--- src/rtl/cbr_pkg.sv ---
// Shared types and constants for the comb bank reverb core.
// No dependencies; used by every module of the block except cbr_ram.
package cbr_pkg;

  localparam int SAMPLE_W         = 32;
  localparam int CFG_W            = 16;
  localparam int LINE_COUNT       = 4;
  localparam int LINE_W           = 2;
  localparam int CFG_IDX_W        = 2;
  // Compare width for position + 1 against a clamped line length (lengths up to 65536)
  localparam int CMP_W            = CFG_W + 2;
  localparam int MAX_LINE_LEN_DEF = 32768;

  // Register indexes of the configuration port
  localparam logic [CFG_IDX_W-1:0] REG_LENGTH_LINE0 = 2'd0;
  localparam logic [CFG_IDX_W-1:0] REG_LENGTH_LINE1 = 2'd1;
  localparam logic [CFG_IDX_W-1:0] REG_LENGTH_LINE2 = 2'd2;
  localparam logic [CFG_IDX_W-1:0] REG_LENGTH_LINE3 = 2'd3;

  // Line lengths after reset (250, 350, 430 and 600 ms at 48 kHz)
  localparam logic [CFG_W-1:0] RST_LENGTH_LINE0 = 16'd12000;
  localparam logic [CFG_W-1:0] RST_LENGTH_LINE1 = 16'd16800;
  localparam logic [CFG_W-1:0] RST_LENGTH_LINE2 = 16'd20640;
  localparam logic [CFG_W-1:0] RST_LENGTH_LINE3 = 16'd28800;

  // Controller to datapath commands
  typedef struct packed {
    logic              clear_wr;   // write zero at the clear counter, advance it
    logic              load_in;    // capture the input sample, seed the accumulator
    logic              rd_en;      // read the current line's tap
    logic              wr_en;      // write back feedback, accumulate, advance position
    logic              out_load;   // move the accumulator into the output register
    logic [LINE_W-1:0] line;       // line being visited
  } cmd_t;

  // Datapath to controller status
  typedef struct packed {
    logic clear_last;  // clear counter sits on the last word
    logic out_free;    // output register can take a new result
  } status_t;

endpackage

--- src/rtl/cbr_ctrl.sv ---
// Sequencer for the comb bank reverb: clear pass, then read and write of each line per sample.
// Depends on cbr_pkg for the command and status types.
module cbr_ctrl (
  input  logic             clk,
  input  logic             rst_n,
  input  logic             in_tvalid,
  output logic             in_tready,
  input  cbr_pkg::status_t status,
  output cbr_pkg::cmd_t    cmd
);

  import cbr_pkg::*;

  typedef enum logic [2:0] {
    S_CLEAR,
    S_IDLE,
    S_READ,
    S_WRITE,
    S_FINISH
  } state_t;

  state_t            state_r, state_nxt;
  logic [LINE_W-1:0] line_r, line_nxt;

  // Next state and line counter
  always_comb begin
    state_nxt = state_r;
    line_nxt  = line_r;
    unique case (state_r)
      S_CLEAR: begin
        if (status.clear_last) begin
          state_nxt = S_IDLE;
        end
      end
      S_IDLE: begin
        line_nxt = '0;
        if (in_tvalid) begin
          state_nxt = S_READ;
        end
      end
      S_READ: begin
        state_nxt = S_WRITE;
      end
      S_WRITE: begin
        if (line_r == LINE_W'(LINE_COUNT - 1)) begin
          state_nxt = S_FINISH;
        end else begin
          line_nxt  = line_r + 1'b1;
          state_nxt = S_READ;
        end
      end
      S_FINISH: begin
        if (status.out_free) begin
          state_nxt = S_IDLE;
        end
      end
      default: state_nxt = S_CLEAR;
    endcase
  end

  // Hold state and line
  always_ff @(posedge clk) begin
    if (!rst_n) begin
      state_r <= S_CLEAR;
      line_r  <= '0;
    end else begin
      state_r <= state_nxt;
      line_r  <= line_nxt;
    end
  end

  // Decode commands from state
  always_comb begin
    in_tready    = (state_r == S_IDLE);
    cmd.clear_wr = (state_r == S_CLEAR);
    cmd.load_in  = (state_r == S_IDLE) && in_tvalid;
    cmd.rd_en    = (state_r == S_READ);
    cmd.wr_en    = (state_r == S_WRITE);
    cmd.out_load = (state_r == S_FINISH) && status.out_free;
    cmd.line     = line_r;
  end

endmodule

--- config.mk ---
export PLATFORM = sky130hd
export DESIGN_NAME = cbr_ctrl
export DESIGN_NICKNAME = d
export VERILOG_FILES = /design/src/rtl/cbr_pkg.sv /design/src/rtl/cbr_ctrl.sv
export SDC_FILE = /design/constraint.sdc
export NUM_CORES = 1
export LEC_CHECK = 0
export ABC_AREA = 1
export BUFFER_PORTS_ARGS = -buffer_cell sky130_fd_sc_hd__clkbuf_2
export CAP_MARGIN = 40
export CELL_PAD_IN_SITES_DETAIL_PLACEMENT = 0
export CELL_PAD_IN_SITES_GLOBAL_PLACEMENT = 1
export CORE_AREA = 5 5 42 44
export CTS_CLUSTER_SIZE = 16
export DETAILED_ROUTE_END_ITERATION = 6
export DIE_AREA = 0 0 47 49
export PLACE_DENSITY = 0.65
export SETUP_SLACK_MARGIN = 0.5
export SYNTH_ARGS = -nofsm -noshare
export SYNTH_HDL_FRONTEND = slang
export SYNTH_SLANG_ARGS = --single-unit
--- constraint.sdc ---
create_clock -name clk -period 1.15 [get_ports clk]
set_input_delay 0.1725 -clock clk [delete_from_list [all_inputs] [get_ports clk]]
set_output_delay 0.1725 -clock clk [all_outputs]
set_load 0.01 [all_outputs]
==> key figures <==
Outcome
  • Status: finished with violations
  • Failing checks: negative setup slack

Worst setup path
  • Critical Path End: cmd[2]
  • R2R depth: 6
  • CP max stage cell: dfxtp_4
  • Crit path launch type: flop
  • Reg2reg start: state_r[2]$_SDFFE_PN0P_
  • Crit path arrival time: 1020 ps
  • Crit Path Class: flop to output port
  • R2r endpoint: line_r[1]$_SDFFE_PN0P_
  • Setup slack, reg-to-reg: 60 ps
  • Crit end category: output port
  • Slowest Stage Delay on Critical Path: 370 ps
  • Critical Path RT: 980 ps
  • CP cell instances: nor2_4 -> inv_2 -> nor3_2 -> buf_2
  • Crit path from: state_r[0]$_SDFFE_PN0P_
  • Worst-path fanout max: 5

Hold path
  • Min-delay src: rst_n
  • Worst hold path class: input pin to flop

Clock network
  • Clk sinks: 5
  • Htree depth: 1
  • Clock transition at path regs: 40 ps
  • Cts hold-fix bufs: 0
  • Root buffer cell: clkbuf_4
  • Longest Clk Path Bufs: 2
  • CTS Buf Count: 3
  • Worst-Skew Late Latency: 240 ps
  • CTS tree: built

STA
  • RSZ-0062 raised after global routing: yes
  • Hold_ws: 163 ps
  • Worst Skew: 0.248 ps
  • Setup-failing EPs final: 2
  • Tmin final: 1190 ps
  • Count of final hold-check violations: 0
  • Slew headroom: 89.5%
  • Achievable clock frequency: 0.841 GHz
  • Fin crit share: 103%
  • Slew @ Worst Pin: 157 ps
  • Max-slew violation count: 0
  • Final WS setup: -39.6 ps

Global route
  • Global-route wire length before repair: 1.39 mm
  • Overall Global Routing Usage: 8.44%
  • Total grt overflow: 0
  • Pin count of the biggest net entering global routing: 6
  • Vias in the first global route: 357
  • Initial antenna violation count: 0

Cells and area
  • Final net count: 78
  • Design area: 593 um2
  • Antenna cells: 0
  • Syn-to-layout area delta: 90.4%
  • Commonest non-fill, non-tap cell in the layout: nor2_1
  • Commonest cells after routing, fill and taps aside: nor2_1 (7), inv_1 (6)
  • Post-Layout Cell Count: 87
  • Layout cells sized above 1: 66.2%

Power and ir drop
  • Comb pwr share: 37.2%
  • Switching share of power: 33.0%
  • LEAKAGE: 0.298 nW
  • Switch Pwr: 225 uW
  • Sequential share of power: 33.6%
  • Clk pwr share: 29.2%
  • P_int: 455 uW
  • Cell area power density: 1150 mW/mm2
  • Max rail drop VDD: 0.000446 V

Routing
  • Final wirelength: 957 um
  • DRT iter0 DRCs: 3
  • # DRC: 0
  • DRT Pass-1 Iters: 2
  • Routed len/inst: 11.0 um
  • Antenna viol nets, final: 0
  • DR vias: 383
  • Vias per std cell: 4.40

Place
  • Placement Cell Area: 445 um2
  • Port buffer count: 12
  • Post-DP HPWL: 645 um
  • Setup WS pre-CTS: 135 ps
  • Inst Count DP: 77
  • Gp weighted congestion: 0.723

Floorplan
  • Core area: 0.00140 mm2
  • Die Y: 49 um
  • Chip width: 47 um
  • Ports: 13
  • Site row count: 14
  • Initial core utilization: 22.2%
  • Total die area: 0.00230 mm2

Logic synthesis
  • Cells after synthesis: 49
  • Synth Register Bits: 5
  • Synth Net Count: 55
  • Synthesis warning total: 0
  • Synthesized area: 312 um2
  • Post-synthesis sequential area ratio: 32.1%
  • Distinct cells, synth: 16
  • Syn_area_per_cell: 6.36 um2

Job
  • Max cap viols: 0
[stage by stage]
stage / utilization [%] / total power, mW / setup TNS, ps
floorplan: - / 0.339 / 0
global placement: 31.8 / 0.395 / 0
detailed placement: 31.8 / 0.393 / 0
CTS: 36.5 / 0.633 / -152
global route: 42.3 / 0.733 / -348
finish: 42.3 / 0.679 / -72.0
[routing by layer]
layer / part of all wire, % / vias up / track usage [%] / wire (um)
met1: 34 / 172 / 8.99 / 322
met3: 8.9 / 2 / 3.69 / 85
met4: 0.94 / 0 / 5.53 / 9
met5: 0 / - / 0 / 0
li1: - / 198 / - / -
met2: 56 / 11 / 12.9 / 539
[logic make-up (layout without fill, tap and decap cells)]
family,count (synthesis),count (layout),share of synthesized area (%)
AND/OR/NAND/NOR,27,27,41.4
adder cells (fa/ha/maj),1,1,4.02
buffers and inverters,11,33,13.3
flip-flops,5,5,32.1
AO/OA/AOI/OAI,5,5,9.24
[power groups by stage]
stage | Combinational [mW] | Sequential [mW] | Clock (mW)
floorplan | 0.113 | 0.226 | 0
global placement | 0.169 | 0.226 | 0
detailed placement | 0.168 | 0.226 | 0
CTS | 0.194 | 0.225 | 0.214
global route | 0.279 | 0.233 | 0.221
finish | 0.253 | 0.228 | 0.198
[layout make-up]
| cell class | instances | area, um2 |
|---|---|---|
| inverter | 11 | 43.8 |
| fill | 158 | 808 |
| timing repair buffer | 18 | 134 |
| tap | 16 | 20.0 |
| clock buffer | 4 | 26.3 |
| sequential | 5 | 119 |
| multi-input combinational | 33 | 250 |
[registers in the layout, indices dropped and copies added, names as in the netlist]
| name | cells |
|---|---|
| line_r | 2 |
| state_r | 3 |
[worst max-delay path: cells and delay by family (launching register included)]
kind / cells / cell delay, ps
flops: 1 / 370
simple gates: 2 / 220
buf+inv: 2 / 200
[cell usage after synthesis]
cell / number / share of area, %
inv_2: 2 / 2.4
nand3_1: 5 / 8.0
nand2_2: 1 / 2.0
nor3_2: 1 / 3.2
o21ai_2: 1 / 2.8
nand4_1: 1 / 2.0
nor2_1: 11 / 13
o21ai_1: 2 / 3.2
nand3_2: 1 / 3.2
a21oi_1: 2 / 3.2
ha_1: 1 / 4.0
inv_1: 9 / 11
nor2_2: 1 / 2.0
dfxtp_1: 5 / 32
nand2_1: 5 / 6.0
nor3_1: 1 / 1.6
[how the worst min path moves through the flow]
stage / end / slack (ps) / depth (start not counted)
global placement: line_r[1]$_SDFFE_PN0P_ / 440 / 3
CTS: line_r[1]$_SDFFE_PN0P_ / 170 / 3
floorplan: line_r[0]$_SDFFE_PN0P_ / 300 / 2
finish: line_r[0]$_SDFFE_PN0P_ / 160 / 3
global route: line_r[0]$_SDFFE_PN0P_ / 170 / 3
detailed placement: line_r[1]$_SDFFE_PN0P_ / 430 / 3
[what timing repair did]
action | in CTS | in global routing
pin swaps | 3 | 6
endpoints found under the setup margin | 13 | 13
buffers inserted | 3 | 3
gates resized for setup | 5 | 20
Note: power is estimated with default switching activity, not from simulation.
